**src/design/scq_pkg.sv**
```systemverilog
// shared types, constants and key tables for the scancode queue
`timescale 1ns / 1ps

package scq_pkg;

   // default number of queue slots (one slot always stays empty)
   localparam int QUEUE_DEPTH_DEF = 64;

   // field widths
   localparam int SCAN_W = 8;
   localparam int CHAR_W = 7;
   localparam int CODE_W = 7;
   localparam int FILL_W = 6;

   // item kinds
   localparam logic KIND_SCAN = 1'b0;
   localparam logic KIND_READ = 1'b1;

   // scancode set 1 values
   localparam logic [SCAN_W-1:0] SC_EXT_PREFIX = 8'hE0;
   localparam logic [CODE_W-1:0] SC_LSHIFT     = 7'h2A;
   localparam logic [CODE_W-1:0] SC_RSHIFT     = 7'h36;
   localparam logic [CODE_W-1:0] SC_ALT        = 7'h38;
   localparam logic [CODE_W-1:0] SC_CTRL       = 7'h1D;
   localparam int                SC_RELEASE_BIT = 7;

   // per-item status carried from the controller down the pipe
   typedef struct packed {
      logic              rd_hit;
      logic              dropped;
      logic              shift;
      logic              ctrl;
      logic              alt;
      logic [FILL_W-1:0] fill;
   } scq_status_type;

   // unshifted key table, codes without an entry give zero
   function automatic logic [CHAR_W-1:0] plain_char(input logic [CODE_W-1:0] code);
      logic [CHAR_W-1:0] c;
      unique case (code)
         7'd2:  c = 7'h31;
         7'd3:  c = 7'h32;
         7'd4:  c = 7'h33;
         7'd5:  c = 7'h34;
         7'd6:  c = 7'h35;
         7'd7:  c = 7'h36;
         7'd8:  c = 7'h37;
         7'd9:  c = 7'h38;
         7'd10: c = 7'h39;
         7'd11: c = 7'h30;
         7'd12: c = 7'h2D;
         7'd13: c = 7'h3D;
         7'd14: c = 7'h08;
         7'd15: c = 7'h09;
         7'd16: c = 7'h71;
         7'd17: c = 7'h77;
         7'd18: c = 7'h65;
         7'd19: c = 7'h72;
         7'd20: c = 7'h74;
         7'd21: c = 7'h79;
         7'd22: c = 7'h75;
         7'd23: c = 7'h69;
         7'd24: c = 7'h6F;
         7'd25: c = 7'h70;
         7'd26: c = 7'h5B;
         7'd27: c = 7'h5D;
         7'd28: c = 7'h0A;
         7'd30: c = 7'h61;
         7'd31: c = 7'h73;
         7'd32: c = 7'h64;
         7'd33: c = 7'h66;
         7'd34: c = 7'h67;
         7'd35: c = 7'h68;
         7'd36: c = 7'h6A;
         7'd37: c = 7'h6B;
         7'd38: c = 7'h6C;
         7'd39: c = 7'h3B;
         7'd40: c = 7'h27;
         7'd41: c = 7'h60;
         7'd43: c = 7'h5C;
         7'd44: c = 7'h7A;
         7'd45: c = 7'h78;
         7'd46: c = 7'h63;
         7'd47: c = 7'h76;
         7'd48: c = 7'h62;
         7'd49: c = 7'h6E;
         7'd50: c = 7'h6D;
         7'd51: c = 7'h2C;
         7'd52: c = 7'h2E;
         7'd53: c = 7'h2F;
         7'd55: c = 7'h2A;
         7'd57: c = 7'h20;
         7'd74: c = 7'h2D;
         7'd78: c = 7'h2B;
         default: c = '0;
      endcase
      return c;
   endfunction

   // shifted key table
   function automatic logic [CHAR_W-1:0] shift_char(input logic [CODE_W-1:0] code);
      logic [CHAR_W-1:0] c;
      unique case (code)
         7'd2:  c = 7'h21;
         7'd3:  c = 7'h40;
         7'd4:  c = 7'h23;
         7'd5:  c = 7'h24;
         7'd6:  c = 7'h25;
         7'd7:  c = 7'h5E;
         7'd8:  c = 7'h26;
         7'd9:  c = 7'h2A;
         7'd10: c = 7'h28;
         7'd11: c = 7'h29;
         7'd12: c = 7'h5F;
         7'd13: c = 7'h2B;
         7'd14: c = 7'h08;
         7'd15: c = 7'h09;
         7'd16: c = 7'h51;
         7'd17: c = 7'h57;
         7'd18: c = 7'h45;
         7'd19: c = 7'h52;
         7'd20: c = 7'h54;
         7'd21: c = 7'h59;
         7'd22: c = 7'h55;
         7'd23: c = 7'h49;
         7'd24: c = 7'h4F;
         7'd25: c = 7'h50;
         7'd26: c = 7'h7B;
         7'd27: c = 7'h7D;
         7'd28: c = 7'h0A;
         7'd30: c = 7'h41;
         7'd31: c = 7'h53;
         7'd32: c = 7'h44;
         7'd33: c = 7'h46;
         7'd34: c = 7'h47;
         7'd35: c = 7'h48;
         7'd36: c = 7'h4A;
         7'd37: c = 7'h4B;
         7'd38: c = 7'h4C;
         7'd39: c = 7'h3A;
         7'd40: c = 7'h22;
         7'd41: c = 7'h7E;
         7'd43: c = 7'h7C;
         7'd44: c = 7'h5A;
         7'd45: c = 7'h58;
         7'd46: c = 7'h43;
         7'd47: c = 7'h56;
         7'd48: c = 7'h42;
         7'd49: c = 7'h4E;
         7'd50: c = 7'h4D;
         7'd51: c = 7'h3C;
         7'd52: c = 7'h3E;
         7'd53: c = 7'h3F;
         7'd55: c = 7'h2A;
         7'd57: c = 7'h20;
         7'd74: c = 7'h2D;
         7'd78: c = 7'h2B;
         default: c = '0;
      endcase
      return c;
   endfunction

endpackage

```
**src/design/scq_ram.sv**
```systemverilog
// character store: one write port, one registered read port
`timescale 1ns / 1ps

module scq_ram #(
   parameter int DEPTH  = scq_pkg::QUEUE_DEPTH_DEF,
   parameter int ADDR_W = $clog2(DEPTH)
) (
   input  logic                        clock,
   input  logic                        wr_en,
   input  logic [ADDR_W-1:0]           wr_addr,
   input  logic [scq_pkg::CHAR_W-1:0]  wr_data,
   input  logic                        rd_en,
   input  logic [ADDR_W-1:0]           rd_addr,
   output logic [scq_pkg::CHAR_W-1:0]  rd_data
);

   logic [scq_pkg::CHAR_W-1:0] mem [DEPTH];
   logic [scq_pkg::CHAR_W-1:0] rd_data_ff;

   // write port
   always_ff @(posedge clock) begin
      if (wr_en) begin
         mem[wr_addr] <= wr_data;
      end
   end

   // read port, data held until the next read
   always_ff @(posedge clock) begin
      if (rd_en) begin
         rd_data_ff <= mem[rd_addr];
      end
   end

   assign rd_data = rd_data_ff;

endmodule

```
**src/design/scq_ctrl.sv**
```systemverilog
// key decoder, modifier flags and queue pointers
`timescale 1ns / 1ps

module scq_ctrl #(
   parameter int DEPTH = scq_pkg::QUEUE_DEPTH_DEF,
   parameter int PTR_W = $clog2(DEPTH)
) (
   input  logic                          clock,
   input  logic                          reset,
   input  logic                          item_accept,
   input  logic                          kind,
   input  logic [scq_pkg::SCAN_W-1:0]    scan_byte,
   output logic                          wr_en,
   output logic [PTR_W-1:0]              wr_addr,
   output logic [scq_pkg::CHAR_W-1:0]    wr_data,
   output logic                          rd_en,
   output logic [PTR_W-1:0]              rd_addr,
   output scq_pkg::scq_status_type       status
);

   localparam int CALC_W = (PTR_W + 1 > scq_pkg::FILL_W) ? PTR_W + 1 : scq_pkg::FILL_W;
   localparam logic [PTR_W-1:0] LAST_SLOT = PTR_W'(DEPTH - 1);

   logic             ext_ff, ext_in;
   logic             shift_ff, shift_in;
   logic             ctrl_ff, ctrl_in;
   logic             alt_ff, alt_in;
   logic [PTR_W-1:0] wp_ff, wp_in;
   logic [PTR_W-1:0] rp_ff, rp_in;

   logic                       release_key;
   logic [scq_pkg::CODE_W-1:0] code;
   logic [scq_pkg::CHAR_W-1:0] key_char;
   logic [PTR_W-1:0]           wp_next;
   logic [PTR_W-1:0]           rp_next;
   logic                       queue_empty;
   logic                       dropped;
   logic                       push;
   logic                       pop;
   logic [CALC_W-1:0]          wp_ext;
   logic [CALC_W-1:0]          rp_ext;
   logic [CALC_W-1:0]          fill_calc;

   // byte split and table lookup
   assign release_key = scan_byte[scq_pkg::SC_RELEASE_BIT];
   assign code        = scan_byte[scq_pkg::CODE_W-1:0];
   assign key_char    = shift_ff ? scq_pkg::shift_char(code) : scq_pkg::plain_char(code);

   // ring wrap
   assign wp_next     = (wp_ff == LAST_SLOT) ? '0 : wp_ff + 1'b1;
   assign rp_next     = (rp_ff == LAST_SLOT) ? '0 : rp_ff + 1'b1;
   assign queue_empty = (rp_ff == wp_ff);

   // item decode
   always_comb begin
      ext_in   = ext_ff;
      shift_in = shift_ff;
      ctrl_in  = ctrl_ff;
      alt_in   = alt_ff;
      push     = 1'b0;
      pop      = 1'b0;
      dropped  = 1'b0;
      if (item_accept) begin
         if (kind == scq_pkg::KIND_READ) begin
            pop = !queue_empty;
         end else if (scan_byte == scq_pkg::SC_EXT_PREFIX) begin
            ext_in = 1'b1;
         end else begin
            ext_in = 1'b0;
            // extended codes match nothing
            if (!ext_ff) begin
               priority if (code == scq_pkg::SC_LSHIFT || code == scq_pkg::SC_RSHIFT) begin
                  shift_in = !release_key;
               end else if (code == scq_pkg::SC_ALT) begin
                  alt_in = !release_key;
               end else if (code == scq_pkg::SC_CTRL) begin
                  ctrl_in = !release_key;
               end else if (!release_key && key_char != '0) begin
                  if (wp_next == rp_ff) begin
                     dropped = 1'b1;
                  end else begin
                     push = 1'b1;
                  end
               end
            end
         end
      end
   end

   assign wp_in = push ? wp_next : wp_ff;
   assign rp_in = pop ? rp_next : rp_ff;

   // state registers
   always_ff @(posedge clock) begin
      if (reset) begin
         ext_ff   <= 1'b0;
         shift_ff <= 1'b0;
         ctrl_ff  <= 1'b0;
         alt_ff   <= 1'b0;
         wp_ff    <= '0;
         rp_ff    <= '0;
      end else begin
         ext_ff   <= ext_in;
         shift_ff <= shift_in;
         ctrl_ff  <= ctrl_in;
         alt_ff   <= alt_in;
         wp_ff    <= wp_in;
         rp_ff    <= rp_in;
      end
   end

   // fill level after this item
   assign wp_ext    = CALC_W'(wp_in);
   assign rp_ext    = CALC_W'(rp_in);
   assign fill_calc = (wp_in >= rp_in) ? (wp_ext - rp_ext)
                                       : (wp_ext + CALC_W'(DEPTH) - rp_ext);

   // memory ports and status
   assign wr_en   = push;
   assign wr_addr = wp_ff;
   assign wr_data = key_char;
   assign rd_en   = pop;
   assign rd_addr = rp_ff;

   assign status.rd_hit  = pop;
   assign status.dropped = dropped;
   assign status.shift   = shift_in;
   assign status.ctrl    = ctrl_in;
   assign status.alt     = alt_in;
   assign status.fill    = fill_calc[scq_pkg::FILL_W-1:0];

endmodule

```
**src/design/scancode_to_ascii_queue_top.sv**
```systemverilog
// top level: scancode decoder with character queue and output stage
`timescale 1ns / 1ps

// Usage
// The req channel carries one item per handshake: req_kind low sends a set 1
// scancode byte on req_scan_byte, req_kind high asks for one character. Every
// item gives exactly one rsp item with the popped character (or read_valid low
// when the queue was empty), a dropped flag for a full queue, the shift, ctrl
// and alt flags and the fill count after that item.
// The decode and the pointer update happen in the accept cycle; the item then
// moves to the middle stage while the character memory registers its read
// data, and then to the output register, which drives rsp_valid. One item is
// accepted every cycle while req_stall is low; an item uses at most one of the
// separate read and write ports of the character memory.
// Synchronous reset clears the flags, the pending prefix and both pointers;
// the queue is empty after reset and no clearing pass is needed.
// While rsp_stall is high the output register holds its item; one more item
// may sit in the middle stage, and req_stall rises once both are full.
// The queue keeps QUEUE_DEPTH-1 characters; fill count reports its low six bits.

module scancode_to_ascii_queue_top #(
   parameter int QUEUE_DEPTH = scq_pkg::QUEUE_DEPTH_DEF
) (
   input  logic                         clock,
   input  logic                         reset,
   input  logic                         req_valid,
   output logic                         req_stall,
   input  logic                         req_kind,
   input  logic [scq_pkg::SCAN_W-1:0]   req_scan_byte,
   output logic                         rsp_valid,
   input  logic                         rsp_stall,
   output logic [scq_pkg::CHAR_W-1:0]   rsp_read_char,
   output logic                         rsp_read_valid,
   output logic                         rsp_char_dropped,
   output logic                         rsp_shift_held,
   output logic                         rsp_ctrl_held,
   output logic                         rsp_alt_held,
   output logic [scq_pkg::FILL_W-1:0]   rsp_fill_count
);

   localparam int PTR_W = $clog2(QUEUE_DEPTH);

   logic                        accept;
   logic                        wr_en;
   logic [PTR_W-1:0]            wr_addr;
   logic [scq_pkg::CHAR_W-1:0]  wr_data;
   logic                        rd_en;
   logic [PTR_W-1:0]            rd_addr;
   logic [scq_pkg::CHAR_W-1:0]  rd_data;
   scq_pkg::scq_status_type     status;

   logic                        s1_valid_ff, s1_valid_in;
   scq_pkg::scq_status_type     s1_status_ff;
   logic                        s1_advance;

   logic                        out_valid_ff, out_valid_in;
   scq_pkg::scq_status_type     out_status_ff;
   logic [scq_pkg::CHAR_W-1:0]  out_char_ff;

   // handshake
   assign s1_advance = s1_valid_ff && (!out_valid_ff || !rsp_stall);
   assign req_stall  = s1_valid_ff && out_valid_ff && rsp_stall;
   assign accept     = req_valid && !req_stall;

   scq_ctrl #(
      .DEPTH (QUEUE_DEPTH),
      .PTR_W (PTR_W)
   ) u_ctrl (
      .clock       (clock),
      .reset       (reset),
      .item_accept (accept),
      .kind        (req_kind),
      .scan_byte   (req_scan_byte),
      .wr_en       (wr_en),
      .wr_addr     (wr_addr),
      .wr_data     (wr_data),
      .rd_en       (rd_en),
      .rd_addr     (rd_addr),
      .status      (status)
   );

   scq_ram #(
      .DEPTH  (QUEUE_DEPTH),
      .ADDR_W (PTR_W)
   ) u_ram (
      .clock   (clock),
      .wr_en   (wr_en),
      .wr_addr (wr_addr),
      .wr_data (wr_data),
      .rd_en   (rd_en),
      .rd_addr (rd_addr),
      .rd_data (rd_data)
   );

   // middle stage waits for the memory read data
   assign s1_valid_in = accept || (s1_valid_ff && !s1_advance);

   always_ff @(posedge clock) begin
      if (reset) begin
         s1_valid_ff <= 1'b0;
      end else begin
         s1_valid_ff <= s1_valid_in;
      end
   end

   always_ff @(posedge clock) begin
      if (accept) begin
         s1_status_ff <= status;
      end
   end

   // output register
   assign out_valid_in = s1_advance || (out_valid_ff && rsp_stall);

   always_ff @(posedge clock) begin
      if (reset) begin
         out_valid_ff <= 1'b0;
      end else begin
         out_valid_ff <= out_valid_in;
      end
   end

   always_ff @(posedge clock) begin
      if (s1_advance) begin
         out_status_ff <= s1_status_ff;
         out_char_ff   <= s1_status_ff.rd_hit ? rd_data : '0;
      end
   end

   assign rsp_valid        = out_valid_ff;
   assign rsp_read_char    = out_char_ff;
   assign rsp_read_valid   = out_status_ff.rd_hit;
   assign rsp_char_dropped = out_status_ff.dropped;
   assign rsp_shift_held   = out_status_ff.shift;
   assign rsp_ctrl_held    = out_status_ff.ctrl;
   assign rsp_alt_held     = out_status_ff.alt;
   assign rsp_fill_count   = out_status_ff.fill;

`ifndef SYNTHESIS
   // an item never both pushes and pops the queue
   a_no_push_and_pop: assert property (@(posedge clock) disable iff (reset)
      !(wr_en && rd_en))
      else $error("queue push and pop in the same cycle");

   // stalling the input only when both stages hold an item
   a_stall_only_full: assert property (@(posedge clock) disable iff (reset)
      req_stall |-> (s1_valid_ff && out_valid_ff))
      else $error("input stalled with a free stage");

   // a popped character is never zero and a read never drops
   a_read_char_nonzero: assert property (@(posedge clock) disable iff (reset)
      (rsp_valid && rsp_read_valid) |-> (rsp_read_char != '0 && !rsp_char_dropped))
      else $error("read returned a zero character or a drop");

   // a read on the memory is followed by its item in the middle stage
   a_read_reaches_stage: assert property (@(posedge clock) disable iff (reset)
      rd_en |=> (s1_valid_ff && s1_status_ff.rd_hit))
      else $error("memory read without its item in the middle stage");
`endif

endmodule
```
**config.mk**
```make
export PLATFORM = sky130hd
export DESIGN_NAME = scancode_to_ascii_queue_top
export DESIGN_NICKNAME = d
export VERILOG_FILES = /design/src/design/scq_pkg.sv /design/src/design/scq_ram.sv /design/src/design/scq_ctrl.sv /design/src/design/scancode_to_ascii_queue_top.sv
export SDC_FILE = /design/constraint.sdc
export NUM_CORES = 1
export LEC_CHECK = 0
export ABC_AREA = 1
export BUFFER_PORTS_ARGS = -buffer_cell sky130_fd_sc_hd__buf_2
export CORE_UTILIZATION = 57
export DETAILED_ROUTE_END_ITERATION = 12
export PLACE_DENSITY = 0.84
export SYNTH_ARGS = -nofsm -noshare
export SYNTH_HDL_FRONTEND = slang
export SYNTH_HIERARCHICAL = 1
export SYNTH_SLANG_ARGS = --single-unit
```
**constraint.sdc**
```tcl
create_clock -name clock -period 4.12 [get_ports clock]
set_input_delay 0 -clock clock [delete_from_list [all_inputs] [get_ports clock]]
set_output_delay 0 -clock clock [all_outputs]
set_load 0.02 [all_outputs]
```
==> impl_metrics.json, run 1 <==
{
  "final_max_slew_viol_count": 0,
  "final_cell_mix": "nand2_1 (704), edfxtp_1 (484), nand3_1 (431)",
  "cpMaxStageDelayCell": "dfxtp_1",
  "multi_input_area_sq_um": 6300,
  "nFillCells": 2763,
  "firstDrtPassIters": 6,
  "slew_headroom_pct": 20.9,
  "syn_nets": 2132,
  "synth_seq_cells": 502,
  "grt-ovfl-total": 0,
  "critPathRequiredTime_ps": 4440,
  "numPortBuffers": 32,
  "post-route-cell-area_sq_um": 24500,
  "core_area_sq_um": 37900,
  "route.detailed.drc": 0,
  "final_nets": 2160,
  "synthAdderAreaFrac_pct": 1.22,
  "holdWs_ps": 31.7,
  "vdd_drop_max_mv": 0.304,
  "crit_arrival_ps": 4030,
  "cts_setup_buffers": 0,
  "synth_area_sq_um": 22200,
  "synthMuxAreaShare_pct": 0.0452,
  "path_clk_slew_ps": 60,
  "antenna_found_initial": 0,
  "clkLatencyLatePin_ps": 560,
  "globalplace.congestion": 0.901,
  "max_stage_delay_ps": 440,
  "maxCapViolations": 0,
  "dpl.hpwl_microns": 31600,
  "synth_top_family_by_area": "simple AND/OR/NAND/NOR gates",
  "ios": 33,
  "numCtsBuffers": 47,
  "first_global_vias": 15595,
  "cts_sinks": 502,
  "timing.fmax_mhz": 269,
  "yosysWarnings": 6,
  "vias_per_cell": 6.00,
  "finalHoldViolCount": 0,
  "place_area_sq_um": 22800,
  "fin_skew_ps": 14.3,
  "ys.flop_type": "edfxtp_1",
  "min_period_over_period_pct": 90.1,
  "synth_xor_area_share_pct": 0.672,
  "syn_area_per_cell_sq_um": 10.6,
  "rsz0062_at_grt": "no",
  "grt_pass1_wl_microns": 84400,
  "syn-instance-count": 2098,
  "path_cells": "inv_1 > nor2_1 > inv_1 > a21oi_1 > nor2_1 > nor2_1 > nand2_1 > nor2_2 > nand3_4 > nand3_4 > nand2_1 > nand2_1 > inv_1 > ha_1 > a21oi_1 > o21ai_0 > a21o_1 > a21oi_1 > xor2_1 > inv_1 > nand3_1 > nand2_1",
  "drive_gt1_share_pct": 8.69,
  "cts_root_buf": "clkbuf_16",
  "final-seq-area_sq_um": 14900,
  "setup_violations": 0,
  "synth.distinct_cells": 38,
  "die-area_sq_um": 39700,
  "critPathKind": "reg -> reg",
  "start_kind": "flip-flop",
  "die_w_microns": 199,
  "synth_enable_flop_cells": 484,
  "gr-usage-all-layers_pct": 27.7,
  "yosysSeqAreaShare_pct": 67.2,
  "grt_max_degree": 225,
  "clockBufferDepth": 3,
  "ant_nets": 0,
  "final_common_cell": "nand2_1",
  "die_h_microns": 199,
  "ys_async_sr_fraction_pct": 0,
  "p_per_area_nw_per_um2": 465,
  "cp_max_fo": 9,
  "wl_per_cell_microns": 20.1,
  "area_delta_synth_final_pct": 10.5,
  "p_leak_nw": 9.31,
  "end_kind": "flip-flop",
  "rows": 71,
  "initial_core_util_pct": 58.4,
  "synth_compound_area_share_pct": 1.18,
  "status": "completed",
  "cts_tree": "done",
  "finalWirelength_microns": 53800,
  "setup_tns_ps": 0,
  "n_antenna_cell": 0,
  "worstMarginPinSlew_ps": 1180,
  "cts_max_level": 2,
  "holdCritPathClass": "in -> reg",
  "rrSetupSlack_ps": 410,
  "synth_simple_gate_area_share_pct": 25.2,
  "vias": 16062,
  "drtIter0Drc": 2232,
  "fin_crit_ps": 3710
}
[cells in the mapped netlist, types with 2 or more instances]
master,n,area (sq um)
nand2_1,708,2660
edfxtp_1,484,14500
nand3_1,431,2160
nor2_1,108,405
inv_1,82,308
buf_2,53,265
nand4_1,27,169
buf_4,25,188
o21ai_0,21,105
ha_1,20,250
clkbuf_1,19,71.3
dfxtp_1,18,360
a21oi_1,17,85.1
buf_1,12,45.0
xor2_1,12,105
nor4_1,9,56.3
o21ai_1,8,40.0
buf_6,7,78.8
inv_2,6,22.5
xnor2_1,5,43.8
nor2_2,4,25.0
nor3_1,4,20.0
inv_4,2,12.5
nand3_4,2,35.0
[metal layers]
metal	GRT usage, %	vias up	share of wire, %
met4	13.1	0	4.5
li1	-	7275	-
met5	0	-	0
met3	4.39	168	9.9
met2	44.7	978	48
met1	37.1	7641	38
[critical path: cells and delay by family (launching register included)]
kind | cells | cell delay (ps)
compound gates | 5 | 930
xor+xnor | 1 | 230
fa+ha+maj | 1 | 350
buf+inv | 4 | 280
flops | 1 | 440
simple gates | 11 | 1210
[timing repair]
item,4_1_cts,5_1_grt
setup endpoints to repair,0,1
hold buffers,9,0
hold endpoints to repair,31,0
gates resized for setup,0,1
[path summary, 6_finish.rpt]
check / start / to / cells past startpoint
max: u_ctrl/shift_ff / s1_status_ff[5] / 22
min: req_scan_byte[6] / u_ctrl/alt_ff / 5
max reg2reg: u_ctrl/shift_ff / s1_status_ff[5] / 22
min reg2reg: s1_status_ff[6] / rsp_alt_held / 0
[logic make-up after synthesis]
kind of cell,count (synthesis)
AND/OR/NAND/NOR,1300
AO/OA/AOI/OAI,50
adder cells (fa/ha/maj),21
multiplexers,1
buffers and inverters,207
XOR/XNOR,17
flip-flops,502
[power breakdown]
part | total [W] | internal [W] | switching (W)
Sequential | 0.00574 | 0.00571 | 0.0000256
Clock | 0.00446 | 0.00266 | 0.00179
Combinational | 0.00120 | 0.000317 | 0.000880
Total | 0.0114 | 0.00869 | 0.00270
[layout make-up]
cell class | instances | area share, %
repair buffers | 95 | 2.83
flip-flops and latches | 502 | 60.9
well taps | 511 | 2.61
clock buffers | 61 | 5.31
multi-input cells | 1389 | 25.7
inverters | 91 | 1.43
clock inverters | 26 | 1.23
[metrics by stage]
| stage | power [W] | worst slack, ps | utilization [%] | cells |
|---|---|---|---|---|
| 2_1_floorplan | 0.00667 | 89.1 | - | 2098 |
| 6_report | 0.0114 | 407 | 64.6 | 2675 |
| 3_3_place_gp | 0.00697 | 401 | 60.1 | 2579 |
| 3_5_place_dp | 0.00700 | 380 | 60.1 | 2579 |
| 5_1_grt | 0.0117 | 30.3 | 64.6 | 2675 |
| 4_1_cts | 0.0114 | 489 | 64.6 | 2675 |
[flip-flops by register name (all words and copies together), names as in the netlist, 6 cells and up]
signal          cells
u_ctrl/rd_addr      6
u_ram/mem         448
u_ram/rd_data       7
rsp_read_char       7
u_ctrl/wr_addr      6
rsp_fill_count      6
s1_status_ff       11
Power figures use the tool's default switching activity.
==> inputs of run 2 (changes only) <==
--- a/config.mk
+++ b/config.mk
@@ -5,7 +5,6 @@
 export SDC_FILE = /design/constraint.sdc
 export NUM_CORES = 1
 export LEC_CHECK = 0
-export ABC_AREA = 1
 export BUFFER_PORTS_ARGS = -buffer_cell sky130_fd_sc_hd__buf_2
 export CORE_UTILIZATION = 57
 export DETAILED_ROUTE_END_ITERATION = 12
==> constraint.sdc (replaced) <==
create_clock -name clock -period 3.2 [get_ports clock]
set_input_delay 0 -clock clock [delete_from_list [all_inputs] [get_ports clock]]
set_output_delay 0 -clock clock [all_outputs]
set_load 0.02 [all_outputs]
==> run 2 against run 1 <==
  * The flow now finishes with violations (negative setup slack)
  * Cell count is 26% lower
  * Die area fell by 2.9%
  * Clock-buffer cell count decreased by 6
  * Global-route usage up 1.1 points
  * Critical path depth fell by 6
  * Final area up 5.5%
  * Worst hold slack better by 86 ps
  * Critical path type unchanged
  * Critical endpoint unchanged
  * Largest cell class unchanged
  * Largest power group unchanged
==> impl_metrics.json, run 2 <==
{
  "holdPathStages": 5,
  "path_clk_slew_ps": 60,
  "globalplace.congestion": 0.901,
  "start_kind": "flip-flop",
  "finalWirelength_microns": 57100,
  "vias": 13273,
  "regMostFlops": "u_ram/mem",
  "pre_cts_slack_ps": -339,
  "die_w_microns": 196,
  "holdCritPathClass": "in -> reg",
  "synth_enable_flop_cells": 484,
  "rr_endpoint": "s1_status_ff[5]",
  "yosysMostFrequentCell": "edfxtp_1",
  "worstMarginPinSlew_ps": 1310,
  "clkLatencyLatePin_ps": 590,
  "vias_per_cell": 6.68,
  "antenna_found_initial": 3,
  "final_common_cell": "edfxtp_1",
  "drive_gt1_share_pct": 35.3,
  "clockBufferDepth": 3,
  "fin_skew_ps": 20.7,
  "p_per_area_nw_per_um2": 526,
  "fin_ws_ps": -310,
  "reg_top3": "u_ram/mem (448), s1_status_ff (11)",
  "yosysSeqAreaShare_pct": 69.3,
  "cts_root_buf": "clkbuf_16",
  "die_h_microns": 196,
  "rsz0062_at_grt": "yes",
  "post-route-cell-area_sq_um": 25800,
  "ios": 33,
  "reg2reg_depth": 16,
  "nFillCells": 2147,
  "p_leak_nw": 8.38,
  "grt_pass1_wl_microns": 81400,
  "area_delta_synth_final_pct": 20.1,
  "route.detailed.drc": 0,
  "critPathBufInv": 2,
  "max_stage_delay_ps": 440,
  "core_area_sq_um": 36900,
  "synth_area_sq_um": 21500,
  "gr-usage-all-layers_pct": 28.8,
  "finalHoldViolCount": 0,
  "crit_arrival_ps": 3830,
  "wl_per_cell_microns": 28.7,
  "synth.distinct_cells": 89,
  "setup_tns_ps": -26520,
  "ys.flop_type": "edfxtp_1",
  "grt-ovfl-total": 0,
  "numCtsBuffers": 48,
  "hp-start": "req_scan_byte[6]",
  "cts_tree": "done",
  "synth_seq_cells": 502,
  "critPathKind": "reg -> reg",
  "numPortBuffers": 32,
  "path_depth": 16,
  "vdd_drop_max_mv": 0.491,
  "violations": "negative setup slack",
  "final_cell_mix": "edfxtp_1 (484), buf_4 (140), mux4_2 (112)",
  "hold_path_end": "s1_status_ff[8]",
  "final_nets": 1479,
  "syn-instance-count": 1248,
  "ys_async_sr_fraction_pct": 0,
  "holdWs_ps": 118,
  "ant_nets": 0,
  "maxCapViolations": 0,
  "ys_top_cells_by_count": "edfxtp_1 (484), mux4_2 (112), nor2_1 (102)",
  "syn_nets": 1282,
  "place_area_sq_um": 23800,
  "min_period_over_period_pct": 110,
  "die-area_sq_um": 38500,
  "final_max_slew_viol_count": 0,
  "largest_reg_flops": 448,
  "cts_max_level": 2,
  "firstDrtPassIters": 6,
  "slew_headroom_pct": 12.0,
  "dpl.hpwl_microns": 31700,
  "critPathRequiredTime_ps": 3520,
  "fin_crit_ps": 3510,
  "netlist.top_cell.by_area": "edfxtp_1",
  "cpMaxStageDelayCell": "dfxtp_1",
  "first_global_vias": 13121,
  "setup_violations": 349,
  "initial_core_util_pct": 58.3,
  "synth_area_leaders": "edfxtp_1 (68%), mux4_2 (12%), nor2_1 (1.8%)",
  "status": "finished, violations left",
  "timing.fmax_mhz": 285,
  "syn_area_per_cell_sq_um": 17.2,
  "drtIter0Drc": 1990,
  "end_kind": "flip-flop",
  "rrSetupSlack_ps": -310,
  "critPathTopFamily": "compound AO/OA/AOI/OAI gates",
  "cp_max_fo": 10,
  "path_cells": "buf_4 > and4b_1 > o21ai_0 > a31oi_1 > o221a_2 > nor2_4 > o21ai_4 > mux2i_2 > inv_1 > ha_1 > a21o_1 > a21oi_2 > o21bai_1 > a21oi_2 > xnor2_2 > xnor2_1",
  "path_common_cell": "a21oi_2",
  "grt_max_degree": 93,
  "rows": 70,
  "cts_sinks": 502,
  "synth_top_cell_area_share_pct": 67.6,
  "yosysWarnings": 6,
  "reg2reg_from": "u_ctrl/wr_addr[3]"
}
[run 2: cell types whose count changed after synthesis, sizes merged, moves of 11 or more]
cell / previous run / this run
a31oi: 0 / 11
buf: 97 / 52
inv: 90 / 28
mux2i: 1 / 28
mux4: 0 / 112
nand2: 709 / 33
nand2b: 0 / 25
nand3: 434 / 21
nand4: 27 / 9
nor2b: 0 / 20
o22ai: 0 / 14
[run 2: how the worst max path moves through the flow]
| stage | slack (ps) | startpoint | endpoint |
|---|---|---|---|
| finish | -310 | u_ctrl/wr_addr[3] | s1_status_ff[5] |
| global route | -460 | s1_valid_ff | s1_status_ff[5] |
| CTS | -170 | rsp_valid | s1_status_ff[5] |
| detailed placement | -340 | rsp_valid | s1_status_ff[5] |
| global placement | -260 | req_scan_byte[0] | s1_status_ff[5] |
| floorplan | -580 | u_ctrl/shift_ff | s1_status_ff[5] |
[run 2: kinds of logic after synthesis]
family | count (synthesis) | synth area share, %
fa+ha+maj | 21 | 1.26
flops | 502 | 69.3
mux | 146 | 13.4
simple gates | 284 | 6.87
compound gates | 173 | 5.93
xor+xnor | 15 | 0.611
buf+inv | 107 | 2.70
[run 2: layout make-up]
type                    count  area (sq um)  area share [%]
multi-input cells         639          6640            25.7
flip-flops and latches    502         14900            57.7
clock inverters            30           216           0.838
inverters                  28           113           0.436
repair buffers            226          2040            7.91
diodes                      2          5.00          0.0194
well taps                 504           631            2.44
clock buffers              55          1270            4.92
[run 2: worst min-delay path: stages]
cell and delay (ps):
buf_2 130, a211o_1 150, nand2b_1 150, nand2_1 60, o21ai_0 80
[run 2: layer usage]
layer	vias to the layer above	track usage, %	routed length, microns
met5	-	0	38
met4	2	13.8	3010
met3	221	5.29	6240
met2	1011	45.7	27200
met1	6607	39.0	20600
li1	5432	-	-
[run 2: power by group]
| group | total, W | switching (W) | internal, W |
|---|---|---|---|
| clock | 0.00551 | 0.00244 | 0.00307 |
| combinational | 0.000769 | 0.000476 | 0.000293 |
| sequential | 0.00731 | 0.0000115 | 0.00730 |
| total | 0.0136 | 0.00293 | 0.0107 |
[run 2: stage by stage]
| step | power [W] | instances | util [%] |
|---|---|---|---|
| floorplan | 0.00787 | 1248 | - |
| global placement | 0.00815 | 1870 | 64.6 |
| detailed placement | 0.00817 | 1870 | 64.6 |
| CTS | 0.0135 | 1972 | 69.2 |
| global route | 0.0139 | 1984 | 70.0 |
| finish | 0.0136 | 1986 | 70.1 |
[run 2: timing repair]
action / CTS / global route
hold buffers: 9 / 0
setup buffers: 8 / 13
gates resized for setup: 11 / 34
setup endpoints to repair: 254 / 263
pin swaps: 13 / 30
endpoints found under the hold margin: 22 / 0
==> inputs of run 3 (changes only) <==
--- a/config.mk
+++ b/config.mk
@@ -5,6 +5,7 @@
 export SDC_FILE = /design/constraint.sdc
 export NUM_CORES = 1
 export LEC_CHECK = 0
+export ABC_CLOCK_PERIOD_IN_PS = 3200
 export BUFFER_PORTS_ARGS = -buffer_cell sky130_fd_sc_hd__buf_2
 export CORE_UTILIZATION = 57
 export DETAILED_ROUTE_END_ITERATION = 12
==> constraint.sdc (replaced) <==
create_clock -name clock -period 3.2 [get_ports clock]
set_input_delay 0.16 -clock clock [delete_from_list [all_inputs] [get_ports clock]]
set_output_delay 0.16 -clock clock [all_outputs]
set_load 0.02 [all_outputs]
==> run 3 against run 2 <==
  * Critical path type unchanged
  * Highest routed layer is now met4
  * Sequential share of layout area fell by 1.0 points
  * Register-to-register slack about the same
  * The run still ends with negative setup slack left
  * Die area did not move
==> impl_metrics.json, run 3 (synthesized netlist as in run 2, its figures left out) <==
{
  "status": "finished, violations left",
  "violations": "negative setup slack",
  "post-route-cell-area_sq_um": 26300,
  "critPathKind": "reg -> reg",
  "cts_sinks": 502,
  "route.detailed.drc": 0,
  "cp_max_fo": 12,
  "rrSetupSlack_ps": -320,
  "grt_max_degree": 65,
  "dpl.hpwl_microns": 32200,
  "final_common_cell": "edfxtp_1",
  "rr_endpoint": "s1_status_ff[5]",
  "fin_crit_ps": 3520,
  "path_clk_slew_ps": 70,
  "clkLatencyLatePin_ps": 570,
  "numCtsBuffers": 47,
  "cts_tree": "done",
  "globalplace.congestion": 0.869,
  "finalWirelength_microns": 60700,
  "power_w": 0.0133,
  "cts_max_level": 2,
  "timing.fmax_mhz": 284,
  "start_kind": "flip-flop",
  "firstDrtPassIters": 6,
  "end_kind": "flip-flop",
  "slew_headroom_pct": 19.6,
  "ios": 33,
  "clockBufferDepth": 3,
  "reg2reg_depth": 13,
  "vias_per_cell": 6.79,
  "finalHoldViolCount": 0,
  "worstMarginPinSlew_ps": 1210,
  "p_per_area_nw_per_um2": 507,
  "post-route-util_pct": 71.3,
  "reg_top3": "u_ram/mem (448), s1_status_ff (11)",
  "rows": 70,
  "maxCapViolations": 0,
  "initial_core_util_pct": 58.3,
  "p_leak_nw": 8.51,
  "crit_arrival_ps": 3820,
  "layout.cells.non_filler": 2002,
  "area_delta_synth_final_pct": 22.2,
  "antenna_found_initial": 0,
  "vdd_drop_max_mv": 0.502,
  "hp-start": "req_scan_byte[7]",
  "hold_path_end": "u_ctrl/ext_ff",
  "cts_root_buf": "clkbuf_16",
  "final_nets": 1499,
  "place_area_sq_um": 24000,
  "final_cell_mix": "edfxtp_1 (484), buf_4 (131), mux4_2 (112)",
  "drtIter0Drc": 2022,
  "fin_ws_ps": -323,
  "rsz0062_at_grt": "yes",
  "die_w_microns": 196,
  "fin_skew_ps": 22.2,
  "die_h_microns": 196,
  "gr-usage-all-layers_pct": 31.0,
  "final_max_slew_viol_count": 0,
  "holdPathStages": 4,
  "numPortBuffers": 32,
  "setup_violations": 453,
  "vias": 13597,
  "wl_per_cell_microns": 30.3,
  "critPathRequiredTime_ps": 3500,
  "holdCritPathClass": "in -> reg",
  "regMostFlops": "u_ram/mem",
  "min_period_over_period_pct": 110,
  "grt-ovfl-total": 0,
  "dp_cells": 1884,
  "n_antenna_cell": 0,
  "core_area_sq_um": 36900,
  "ant_nets": 0,
  "die-area_sq_um": 38500,
  "first_global_vias": 13369,
  "drive_gt1_share_pct": 36.8,
  "reg2reg_from": "u_ctrl/wr_addr[1]",
  "grt_pass1_wl_microns": 86500,
  "largest_reg_flops": 448,
  "holdWs_ps": 33.1
}
-- run 3: cell count changes in the layout (fill, tap and decap cells not counted), moves of 4 or more --
cell | before | now
clkinv_1 | 16 | 11
clkbuf_1 | 5 | 14
buf_8 | 0 | 4
buf_12 | 27 | 42
nor2_4 | 51 | 65
clkinv_2 | 10 | 5
dlygate4sd3_1 | 9 | 2
nor2_2 | 14 | 0
buf_4 | 140 | 131
buf_6 | 18 | 36
-- run 3: layout make-up --
cell class / instances / area (sq um)
flip-flops and latches: 502 / 14900
clock buffers: 62 / 1240
clock inverters: 20 / 143
multi-input cells: 639 / 6790
well taps: 504 / 631
repair buffers: 247 / 2470
inverters: 28 / 108
fillers: 2011 / 10600
-- run 3: power by group --
part	leakage, nW	internal, W	total, W	switching [W]
registers	4.54	0.00730	0.00731	0.0000116
logic	3.30	0.000304	0.000805	0.000501
clock network	0.673	0.00288	0.00521	0.00233
total	8.51	0.0105	0.0133	0.00284
-- run 3: worst max-delay path by stage --
stage / startpoint / endpoint / slack, ps / cells past startpoint
2_1_floorplan: u_ctrl/shift_ff / s1_status_ff[5] / -560 / 14
3_3_place_gp: req_scan_byte[0] / s1_status_ff[5] / -350 / 18
3_5_place_dp: req_scan_byte[0] / s1_status_ff[5] / -390 / 19
4_1_cts: rsp_valid / s1_status_ff[5] / -230 / 18
5_1_grt: u_ctrl/wr_addr[1] / s1_status_ff[5] / -400 / 13
6_report: u_ctrl/wr_addr[1] / s1_status_ff[5] / -320 / 13
-- run 3: per-stage QoR --
| stage | setup WS (ps) | TNS (ps) |
|---|---|---|
| final | -323 | -51170 |
| after global routing | -404 | -96290 |
| after CTS | -227 | -59940 |
| after detailed placement | -389 | -18530 |
| after global placement | -353 | -13400 |
| after floorplan | -557 | -37820 |
-- run 3: what timing repair did --
action	in CTS	in global routing
endpoints found under the hold margin	2	0
resized for setup	64	43
hold buffers	2	0
buffers inserted	32	6
pin swaps	48	19
setup endpoints to repair	336	453
-- run 3: critical path, cell delays in order, from the launching register on --
cell      delay, ps
dfxtp_2         350
buf_4           140
buf_4           200
xnor2_1         240
nand4_1         150
o311a_1         430
mux2i_1         650
ha_4            300
a21o_1          160
a21oi_2         150
o21bai_1         80
a21oi_1         180
xnor2_1         110
xnor2_1         130
-- run 3: per-layer routing --
layer / wire length, microns / vias up / share of wire (%) / GRT usage, %
met5: 0 / - / 0 / 0
met4: 3410 / 0 / 5.6 / 13.3
met3: 7190 / 283 / 12 / 6.55
met2: 28600 / 1083 / 47 / 49.6
met1: 21500 / 6770 / 35 / 41.6
li1: - / 5461 / - / -
